`src/hdl/vcg_pkg.sv`:
```
`timescale 1ns / 1ps
package vcg_pkg;

    localparam int COORD_W = 32;
    localparam int FREQ_W  = 30;
    localparam int SCALE_W = 48;
    localparam int SUM_W   = 64;
    localparam int WSUM_W  = 48;

    localparam logic [SCALE_W-1:0] SCALE_RESET = 48'd1833000000;

    localparam logic [1:0] ST_ACCUM   = 2'd0;
    localparam logic [1:0] ST_DROPPED = 2'd1;
    localparam logic [1:0] ST_READ    = 2'd2;

    // signed 64-bit sum plus signed addend, clamped to the signed limits
    function automatic logic signed [SUM_W-1:0] sat_add64(
        input logic signed [SUM_W-1:0] a,
        input logic signed [SUM_W-1:0] b
    );
        logic signed [SUM_W:0] s;
        s = {a[SUM_W-1], a} + {b[SUM_W-1], b};
        if (s[SUM_W] != s[SUM_W-1])
        begin
            sat_add64 = s[SUM_W] ? {1'b1, {(SUM_W-1){1'b0}}} : {1'b0, {(SUM_W-1){1'b1}}};
        end
        else
        begin
            sat_add64 = s[SUM_W-1:0];
        end
    endfunction

endpackage

```
`src/hdl/vcg_divider.sv`:
```
`timescale 1ns / 1ps
// Signed 64 / unsigned 48 restoring divide, one quotient bit per cycle.
module vcg_divider
    import vcg_pkg::*;
(
    input  logic                     clk,
    input  logic                     rst_n,
    input  logic                     start,
    input  logic signed [SUM_W-1:0]  dividend,
    input  logic [WSUM_W-1:0]        divisor,
    output logic                     done,
    output logic signed [SUM_W-1:0]  quotient
);
    logic        busy_reg;
    logic [6:0]  cnt_reg;
    logic        neg_reg;
    logic [63:0] q_reg;
    logic [48:0] r_reg;
    logic [47:0] d_reg;
    logic [48:0] r_sh;

    assign r_sh = {r_reg[47:0], q_reg[63]};

    always_ff @(posedge clk or negedge rst_n)
    begin
        if (!rst_n)
        begin
            busy_reg <= 1'b0;
            cnt_reg  <= 7'd0;
            done     <= 1'b0;
        end
        else
        begin
            done <= busy_reg && cnt_reg == 7'd63;
            if (start)
            begin
                busy_reg <= 1'b1;
                cnt_reg  <= 7'd0;
            end
            else if (busy_reg)
            begin
                cnt_reg <= cnt_reg + 7'd1;
                if (cnt_reg == 7'd63)
                    busy_reg <= 1'b0;
            end
        end
    end

    always_ff @(posedge clk)
    begin
        if (start)
        begin
            neg_reg <= dividend[SUM_W-1];
            q_reg   <= dividend[SUM_W-1] ? 64'(-dividend) : 64'(dividend);
            r_reg   <= 49'd0;
            d_reg   <= divisor;
        end
        else if (busy_reg)
        begin
            if (r_sh >= {1'b0, d_reg})
            begin
                r_reg <= r_sh - {1'b0, d_reg};
                q_reg <= {q_reg[62:0], 1'b1};
            end
            else
            begin
                r_reg <= r_sh;
                q_reg <= {q_reg[62:0], 1'b0};
            end
        end
    end

    assign quotient = neg_reg ? -q_reg : q_reg;
endmodule

```
`config.mk`:
```
export PLATFORM = sky130hd
export DESIGN_NAME = vcg_divider
export DESIGN_NICKNAME = d
export VERILOG_FILES = /design/src/hdl/vcg_pkg.sv /design/src/hdl/vcg_divider.sv
export SDC_FILE = /design/constraint.sdc
export NUM_CORES = 1
export LEC_CHECK = 0
export BUFFER_PORTS_ARGS = -buffer_cell sky130_fd_sc_hd__buf_4
export CORE_ASPECT_RATIO = 1.4
export CORE_UTILIZATION = 53
export DETAILED_ROUTE_END_ITERATION = 10
export PLACE_DENSITY_LB_ADDON = 0.25
export SYNTH_ARGS = -nofsm -noshare
export SYNTH_HDL_FRONTEND = slang
export SYNTH_SLANG_ARGS = --single-unit
```
`constraint.sdc`:
```
create_clock -name clk -period 3.9 [get_ports clk]
set_input_delay 0.39 -clock clk [delete_from_list [all_inputs] [get_ports clk]]
set_output_delay 0.39 -clock clk [all_outputs]
set_load 0.005 [all_outputs]
```
* Word-level counts from Yosys, hierarchy flattened
Cells that the tools add are included.
Word-level totals: register bits after elaboration 170, memories 0, bits in writable memories 0, bits in read-only memories 0, bits in latches 0
Cells by class: shift-type cells 0, bitwise logic cells 0, multiplexer cells 11, $mul 0, reduce and logical (&&, ||, !) cells 2, magnitude comparators 1, equal/unequal tests 1, divide/modulo/power cells 0, $add $sub $neg 4
Operators by type and width (number):
- 64-bit 2-to-1 mux | 4
- 64-bit negator | 2
- 49-bit by 48-bit greater-or-equal comparator with 1-bit output | 1
- 48-bit 2-to-1 mux | 1
- 48-bit subtractor | 1
- 7-bit 2-to-1 mux | 2
- 7-bit by 1-bit adder with 7-bit output (second input constant) | 1
- 7-bit by 6-bit == test with 1-bit output (second input constant) | 1
- 1-bit 2-to-1 mux | 4
- 2-bit nonzero test | 1
- 1-bit logical AND | 1

* Logic depth before layout (Yosys ltp)
Gate-level depths: netlist (run 1).
word-level depth 4, mapped depth 14

* Least setup slack after synthesis (run 1)
No wires, ideal clock.
kind register to output, start point reg q_reg[15], end point out quotient[58], stages on the path, launching flop included 10, path buffers 0, setup slack 0.111 ns, data required time 3.510 ns, arrival time 3.399 ns, path through edfxtp_1 > or4_4 > or4_1 > or2_1 > or3_4 > nand3b_1 > or2_1 > or4_4 > o41ai_2 > xnor2_1
Between the ends: longest elaborated chain between the ends 2
RTL lines:
- start, declared | RTL line vcg_divider.sv:17 | logic [63:0] q_reg;
- start signal, assigned | RTL line vcg_divider.sv:54 | q_reg <= dividend[SUM_W-1] ? 64'(-dividend) : 64'(dividend);
- start signal, assigned | RTL line vcg_divider.sv:63 | q_reg <= {q_reg[62:0], 1'b1};
- start signal, assigned | RTL line vcg_divider.sv:68 | q_reg <= {q_reg[62:0], 1'b0};
- 64-bit negator | RTL line vcg_divider.sv:73 | assign quotient = neg_reg ? -q_reg : q_reg;
- 64-bit 2-to-1 mux | RTL line vcg_divider.sv:73
- end, declared | RTL line vcg_divider.sv:12 | output logic signed [SUM_W-1:0] quotient
Every way passes these cells.

* Worst setup path after layout (run 1)
start point reg q_reg[15], end point out quotient[62]
The elaborated chain is that of the path after synthesis.

==> results of run 1 <==
report_power, final:
group          switching (mW)  total (mW)  internal (mW)
sequential              0.244        2.46           2.21
clock                   0.706        1.64          0.936
combinational            1.37        2.51           1.14
per-layer routing:
metal / wire, µm / track usage
met2: 16200 / 0.487
met4: 910 / 0.117
met3: 1390 / 0.0396
met5: 0 / 0
met1: 12400 / 0.310
cell families (layout without fill, tap and decap cells):
family	Yosys count	after routing
adders and majority gates	52	52
DFF	170	170
and+or+nand+nor	412	412
xor gates and xnor gates	171	171
AOI/OAI and AO/OA	396	396
muxes	18	18
buffers and inverters	136	352
cell usage after synthesis, types with 13 or more instances:
cell type / instances
a211oi_1: 41
a21o_1: 15
a21oi_1: 145
clkbuf_1: 56
dfxtp_1: 48
edfxtp_1: 113
ha_1: 51
inv_1: 71
mux2i_1: 13
nand2_1: 88
nand3_1: 13
nand4_1: 15
nor2_1: 171
nor3_1: 18
o21ai_0: 49
o21ai_1: 34
o31ai_1: 32
o41ai_1: 16
or3_1: 34
or4_1: 18
xnor2_1: 83
xor2_1: 88
stage by stage:
step	cell area, µm²	setup slack, ns	power [mW]	cells	TNS, ns
6_report	14700	-0.436	6.61	1868	-4.95
2_1_floorplan	12000	0.111	4.11	1355	0
3_3_place_gp	13900	-0.0697	4.90	1831	-0.174
3_5_place_dp	13900	-0.164	4.95	1831	-0.602
5_1_grt	14700	-0.563	7.01	1868	-8.00
4_1_cts	14700	-0.442	6.62	1869	-6.63
final cells by class:
class / count / area share
clock buffer: 19 / 0.0294
clock inverter: 13 / 0.00868
inverter: 72 / 0.0184
multi-input combinational: 1049 / 0.478
sequential: 170 / 0.311
tap: 297 / 0.0253
timing repair buffer: 248 / 0.129
worst paths after layout:
kind	startpoint	end	slack [ns]	cells after the start
setup / recovery	q_reg[15]$_DFFE_PP_	quotient[62]	-0.44	10
hold / removal	divisor[3]	d_reg[3]$_DFFE_PP_	0.13	1
setup reg to reg	q_reg[63]$_DFFE_PP_	r_reg[44]$_SDFFE_PP0P_	0.33	13
hold reg to reg	r_reg[27]$_SDFFE_PP0P_	r_reg[27]$_SDFFE_PP0P_	0.48	2
max in group asynchronous	rst_n	busy_reg$_DFF_PN0_	3.43	2
min in group asynchronous	rst_n	cnt_reg[6]$_DFFE_PN0P_	0.31	2
timing repair:
action / CTS / global route
setup endpoints to repair: 22 / 31
pin swaps: 14 / 7
gates resized for setup: 22 / 6
setup buffers: 5 / 0
hold buffers: 1 / 0
hold endpoints to repair: 9 / 0
==> results.toml, run 1 <==
[outcome]
status = "complete, but fails checks"
violations = "negative setup slack"

[timing]
worstMarginPinSlew_ns = 0.957
setup_viol = 19
fmax_ghz = 0.231
period_minus_slack_ns = 4.34
slew_headroom = 0.362
final_hold_viol_count = 0
whs_ns = 0.125
maxSlewViolCount = 0
period_share = 1.11
skew_ns = 0.0110
timing.final.ws_setup_ns = -0.436
rsz0062_at_grt = "yes"

[logic_synthesis]
synth_cell_type_count = 68
synthArstFlopShare = 0.0529
synth-simple-area-share = 0.168
yosysTopAreaCell = "edfxtp_1"
ys_top_cells_by_area = "edfxtp_1 28%, dfxtp_1 8.0%, xor2_1 6.4%, xnor2_1 6.1%, a21oi_1 6.1%"
synth_seq_cells = 170
synth_edf_count = 113
yosys_warnings = 0
syn-num-nets = 1522
ys_seq_area_frac = 0.383
muxShareOfSynthArea = 0.0156
synth_xor_area_frac = 0.125
synthAdderAreaFrac = 0.0551
synthCells = 1355
synth_top_family_by_area = "compound AO/OA/AOI/OAI gates"
syn_area_per_cell_um2 = 8.82
yosysTopAreaCellShare = 0.284
syn_area_um2 = 12000
synth-compound-area-share = 0.209
synth_flop_cell = "edfxtp_1"

[route]
firstDrtPassIters = 6
drc = 0
drt_wl_total_um = 30900
detail-route-antenna-nets = 0
post_drt_wl_per_cell_um = 16.5
viasPerCell = 5.76
vias = 10800
drt_first_iter_violations = 650

[worst_setup_path]
path_cells = "or4_4 -> or4_4 -> or2_1 -> or3_4 -> nand3b_1 -> or2_1 -> or4_4 -> o41ai_4 -> xnor2_1 -> buf_4"
critPathMaxStageDelay_ns = 0.56
cp_max_fo = 5
crit_top_cell = "or4_4"
criticalPathCategory = "flop to output port"
crit_arrival_ns = 3.95
cp.required_ns = 3.51
path_delay_family = "simple AND/OR/NAND/NOR gates"
endpoint_kind = "output port"
worstSetupStartpointType = "flop"
cpMaxStageDelayCell = "or4_4"
critical_path_buf_inv_count = 1

[cells_and_area]
syn_to_final_growth_pct = 23.1
nNetsFinal = 1725
seq_area_um2 = 4580
largest_reg_flops = 64
n_antenna_cell = 0
final_util = 0.668
final_cell_mix = "243 x buf_4, 171 x nor2_1, 145 x a21oi_1, 113 x edfxtp_1, 88 x xor2_1"
multiInputGateArea_um2 = 7030
layout_commonest_cell = "buf_4"
n_fill_cell = 1820
final_layout_size_suffix_gt1_frac = 0.209

[clock_tree]
cts_root_buf = "clkbuf_16"
clock-sinks = 170
cts.reportedPaths.clkPinSlew_ns = 0.07
cts_max_path_buffers = 2
cts_tree = "yes"
clk_latency_ns = 0.44
cts_buffers = 17
htree_levels = 4

[min_path]
hold_class = "input pin to flop"

[global_route]
grt_pass1_wl_um = 49600
grt_pass1_vias = 10600
grt_antenna_before_repair = 0
grt_max_degree = 122
overflow = 0
grt_use_total = 0.269

[floorplan]
die_height_um = 180
fp.dieW_um = 129
start_util = 0.543
dieArea_um2 = 23200
row_count = 64
core-area_um2 = 22000
ios = 180

[power]
power_density_nw_per_um2 = 449
leakage_nw = 6.08
vdd_drop_max_mv = 0.349

[placement]
io_buffers = 179
place_hpwl_um = 23000
place_congestion = 0.939

[job]
cap_viol_max_count = 0
Note: power is estimated with default switching activity, not from simulation.
==> run 2, diff against run 1 <==
- CORE_ASPECT_RATIO: 1.4 -> 0.75
- CORE_UTILIZATION: 53 -> 54
- CTS_BUF_LIST: unset -> sky130_fd_sc_hd__clkbuf_4 sky130_fd_sc_hd__clkbuf_8
==> run 2 against run 1 <==
  * Highest routed layer unchanged
  * Largest power group unchanged
  * Critical path type unchanged
  * Utilization up 2.2 points
  * Total power down 3.3%
  * First-iteration DRC count up 82%
  * Sequential share of layout area down 0.12 points
  * Via count up 2.1%
  * The flow still finishes with violations (negative setup slack)
  * Sequential power about the same
==> results.toml, run 2 (synthesis results as in run 1) <==
[outcome]
status = "complete, but fails checks"
violations = "negative setup slack"

[min_path]
min_from = "divisor[4]"
hold_class = "input pin to flop"

[global_route]
grt_max_degree = 140
grt_pass1_vias = 9907
grt_pass1_wl_um = 50500
grt_antenna_before_repair = 0
grt_use_total = 0.280
overflow = 0

[timing]
setup_viol = 28
fmax_ghz = 0.225
period_share = 1.14
period_minus_slack_ns = 4.45
final_hold_viol_count = 0
skew_ns = 0.0170
whs_ns = 0.0725
rsz0062_at_grt = "yes"
slew_headroom = 0.411
timing.final.ws_setup_ns = -0.549
maxSlewViolCount = 0
worstMarginPinSlew_ns = 0.883

[cells_and_area]
layout_commonest_cell = "buf_4"
largest_reg_flops = 64
syn_to_final_growth_pct = 23.5
layout.cells.non_filler = 1861
final_util = 0.690
final_layout_size_suffix_gt1_frac = 0.227
seq_area_um2 = 4580
n_fill_cell = 1723
final_cell_mix = "239 x buf_4, 171 x nor2_1, 145 x a21oi_1, 113 x edfxtp_1, 88 x xor2_1"
n_antenna_cell = 0
nNetsFinal = 1727
multiInputGateArea_um2 = 7190

[floorplan]
fp.dieW_um = 174
die_height_um = 131
row_count = 46
ios = 180
core-area_um2 = 21400
dieArea_um2 = 22700
start_util = 0.558

[power]
vdd_drop_max_mv = 0.317
leakage_nw = 6.09
power_density_nw_per_um2 = 433

[worst_setup_path]
crit_top_cell = "or4_4"
criticalPathCategory = "flop to output port"
cp.required_ns = 3.51
startpoint = "q_reg[14]$_DFFE_PP_"
cpMaxStageDelayCell = "or4_4"
path_cells = "or4_4 -> or4_4 -> or2_1 -> or3_4 -> nand3b_1 -> or2_4 -> or4_4 -> buf_4 -> buf_6 -> nand2_4 -> xnor2_2 -> buf_4"
crit_arrival_ns = 4.06
cp_max_fo = 5
worstSetupStartpointType = "flop"
critPathMaxStageDelay_ns = 0.53
rr_startpoint = "d_reg[2]$_DFFE_PP_"
endpoint_kind = "output port"

[route]
vias = 11000
drt_first_iter_violations = 1181
viasPerCell = 5.90
firstDrtPassIters = 5
detail-route-antenna-nets = 0
post_drt_wl_per_cell_um = 17.5
drt_wl_total_um = 32500
drc = 0

[placement]
dpl.cell_count = 1819
preCtsSetupSlack_ns = -0.124
io_buffers = 179
place_hpwl_um = 23300
place_congestion = 0.937

[clock_tree]
htree_levels = 4
clk_latency_ns = 0.49
cts_max_path_buffers = 2
clock-sinks = 170
cts.reportedPaths.clkPinSlew_ns = 0.10
cts_tree = "yes"
cts_root_buf = "clkbuf_8"
cts_buffers = 17

[job]
cap_viol_max_count = 0
run 2: cell types whose count changed in the layout (fill, tap and decap cells not counted), moves of 5 or more:
cell       before  now
clkbuf_8        0   20
clkbuf_16      17    0
o21ai_2         3   11
o21ai_1        31   24
xnor2_1        83   77
xnor2_2         0    6
o41ai_2         1    6
run 2: routing by layer:
layer / track usage / wire, µm / part of all wire / vias up
met3: 0.0489 / 2120 / 0.065 / 52
li1: - / - / - / 5335
met2: 0.412 / 14300 / 0.44 / 425
met5: 0 / 0 / 0 / -
met4: 0.0862 / 599 / 0.018 / 0
met1: 0.416 / 15500 / 0.48 / 5173
run 2: power by group:
part	switching [mW]	internal, mW	total (mW)	leakage (nW)
registers	0.260	2.21	2.47	1.64
logic	1.42	1.17	2.59	4.24
clock network	0.681	0.645	1.33	0.207
total	2.36	4.02	6.39	6.09
run 2: area by class of cell:
| class | instances | area share |
|---|---|---|
| clock inverters | 9 | 0.00780 |
| well taps | 288 | 0.0244 |
| clock buffers | 23 | 0.0202 |
| inverters | 72 | 0.0183 |
| flip-flops and latches | 170 | 0.310 |
| repair buffers | 250 | 0.132 |
| multi-input cells | 1049 | 0.487 |
run 2: what timing repair did:
item	in CTS	in global routing
hold buffers	1	0
gates resized for setup	32	29
pin swaps	15	19
endpoints found under the hold margin	9	0
setup buffers	4	5
cloned	0	0
setup endpoints to repair	25	33
run 2: worst paths after layout:
kind	end	slack (ns)	cells past startpoint
max	quotient[46]	-0.55	12
min	d_reg[4]$_DFFE_PP_	0.07	1
max reg2reg	r_reg[39]$_SDFFE_PP0P_	0.18	14
min reg2reg	r_reg[27]$_SDFFE_PP0P_	0.48	2
max in group asynchronous	busy_reg$_DFF_PN0_	3.49	2
min in group asynchronous	cnt_reg[5]$_DFFE_PN0P_	0.26	2
run 2: worst max-delay path: cells and delay by family (launching register included):
family,cells,cell delay [ns]
flops,1,0.42
xor+xnor,1,0.10
simple gates,8,2.64
buf+inv,3,0.41
run 2: stage by stage:
stage          total power, mW  setup TNS [ns]  instance area, µm²
4_1_cts                   6.33           -7.28               14600
6_report                  6.39           -8.81               14800
3_5_place_dp              4.98          -0.328               13900
3_3_place_gp              4.92          -0.109               13900
5_1_grt                   6.77          -12.33               14800
2_1_floorplan             4.11               0               12000
==> run 3, diff against run 2 <==
- MAX_ROUTING_LAYER: unset -> met4
==> run 3 against run 2 <==
  * The flow still finishes with violations (negative setup slack)
  * Count of clock-buffer cells in the layout shrank 3
  * Die area unchanged
  * Clock skew rose by 0.0086 ns
  * Critical path depth down 2
  * Utilization decreased by 0.27 points
  * Largest cell class unchanged
  * Largest power group unchanged
==> results.toml, run 3 (synthesis results as in run 1) <==
[floorplan]
ios = 180
dieArea_um2 = 22700
fp.dieW_um = 174
core-area_um2 = 21400
start_util = 0.558
row_count = 46
die_height_um = 131

[outcome]
status = "complete, but fails checks"
violations = "negative setup slack"

[global_route]
overflow = 0
grt_antenna_before_repair = 0
grt_pass1_wl_um = 51000
grt_pass1_vias = 10000
grt_max_degree = 84
grt_use_total = 0.290

[timing]
timing.final.ws_setup_ns = -0.551
maxSlewViolCount = 0
slew_headroom = 0.249
period_share = 1.14
skew_ns = 0.0256
period_minus_slack_ns = 4.45
rsz0062_at_grt = "yes"
setup_viol = 26
worstMarginPinSlew_ns = 1.13
final_hold_viol_count = 0
whs_ns = 0.0724
fin_tns_setup_ns = -7.82
fmax_ghz = 0.225

[min_path]
hold_class = "input pin to flop"

[route]
wl_met1_um = 15300
drc = 0
drt_wl_total_um = 32600
viasPerCell = 5.91
top_layer = "met4"
post_drt_wl_per_cell_um = 17.5
firstDrtPassIters = 5
wl_met3_um = 2350
vias = 11000
detail-route-antenna-nets = 0
drt_first_iter_violations = 1037
wl_met2_um = 14200

[placement]
dpl.cell_count = 1817
place_congestion = 0.957
preCtsSetupSlack_ns = -0.139
place_hpwl_um = 23800
io_buffers = 179
placed_cell_area_um2 = 13900

[worst_setup_path]
endpoint_kind = "output port"
rrSetupSlack_ns = 0.27
r2r-end = "r_reg[44]$_SDFFE_PP0P_"
worstSetupStartpointType = "flop"
cp.required_ns = 3.51
cp_max_fo = 5
startpoint = "q_reg[15]$_DFFE_PP_"
crit_end = "quotient[58]"
rr_startpoint = "q_reg[63]$_DFFE_PP_"
criticalPathCategory = "flop to output port"
crit_arrival_ns = 4.06
reg2reg_depth = 13

[clock_tree]
clock-sinks = 170
cts_buffers = 17
cts.reportedPaths.clkPinSlew_ns = 0.11
htree_levels = 4
cts_tree = "yes"
clk_latency_ns = 0.49
cts_root_buf = "clkbuf_8"
cts_max_path_buffers = 2

[cells_and_area]
layout.cells.non_filler = 1859
layout_commonest_cell = "buf_4"
final_area_um2 = 14700
nNetsFinal = 1725
final_cell_mix = "238 x buf_4, 171 x nor2_1, 145 x a21oi_1, 113 x edfxtp_1, 88 x xor2_1"
syn_to_final_growth_pct = 23.0
largest_reg_flops = 64
final_layout_size_suffix_gt1_frac = 0.226
n_antenna_cell = 0
n_fill_cell = 1742

[power]
power_density_nw_per_um2 = 433
clkPwrFrac = 0.205
power.internal_mw = 3.99
comb_power_share = 0.408
switching_power_mw = 2.37
vdd_drop_max_mv = 0.259
leakage_nw = 6.07
seq_power_share = 0.387
swShare = 0.373

[job]
cap_viol_max_count = 0
run 3: cell types whose count changed in the layout (fill, tap and decap cells not counted), sizes merged:
cell | before | now
buf | 249 | 247
clkbuf | 23 | 20
inv | 73 | 76
run 3: final cells by class:
type / count / area, µm² / area share
multi-input cells: 1049 / 7170 / 0.487
flip-flops and latches: 170 / 4580 / 0.311
repair buffers: 248 / 1920 / 0.131
well taps: 288 / 360 / 0.0245
inverters: 72 / 270 / 0.0184
clock buffers: 20 / 263 / 0.0179
clock inverters: 12 / 140 / 0.00953
run 3: what timing repair did:
item                                    CTS  global route
hold endpoints to repair                  9             0
endpoints found under the setup margin   25            32
pin swaps                                25            14
hold buffers                              1             0
buffers inserted                          6             3
gates resized for setup                  40            20
run 3: per-stage QoR:
| stage | utilization | power, mW |
|---|---|---|
| 3_3_place_gp | 0.650 | 4.93 |
| 4_1_cts | 0.681 | 6.33 |
| 3_5_place_dp | 0.650 | 4.99 |
| 2_1_floorplan | - | 4.11 |
| 5_1_grt | 0.687 | 6.74 |
| 6_report | 0.687 | 6.36 |
run 3: power groups by stage:
stage                     clock (mW)  combinational [mW]  sequential (mW)
after floorplan                    0                1.70             2.41
after global placement             0                2.46             2.47
after detailed placement           0                2.51             2.48
after CTS                       1.33                2.55             2.45
after global routing            1.39                2.85             2.50
final                           1.30                2.59             2.46
run 3: per-layer routing:
metal	track usage	vias up
li1	-	5334
met4	0.0872	0
met3	0.0434	55
met1	0.417	5181
met2	0.420	425
met5	-	-
run 3: worst max-delay path: stages (launching register included):
cell	delay (ns)
edfxtp_1	0.41
or4_4	0.55
or4_4	0.43
or2_4	0.25
or3_4	0.36
nand3b_1	0.23
or2_4	0.30
or4_4	0.50
o41ai_2	0.29
xnor2_1	0.16
buf_4	0.13
run 3: how the worst min path moves through the flow:
stage	from	end	slack [ns]	depth (start not counted)
6_report	divisor[7]	d_reg[7]$_DFFE_PP_	0.07	1
4_1_cts	divisor[30]	d_reg[30]$_DFFE_PP_	0.06	1
3_3_place_gp	rst_n	done$_DFF_PN0_	0.22	1
5_1_grt	divisor[27]	d_reg[27]$_DFFE_PP_	0.06	1
2_1_floorplan	rst_n	busy_reg$_DFF_PN0_	0.09	0
3_5_place_dp	rst_n	done$_DFF_PN0_	0.23	1
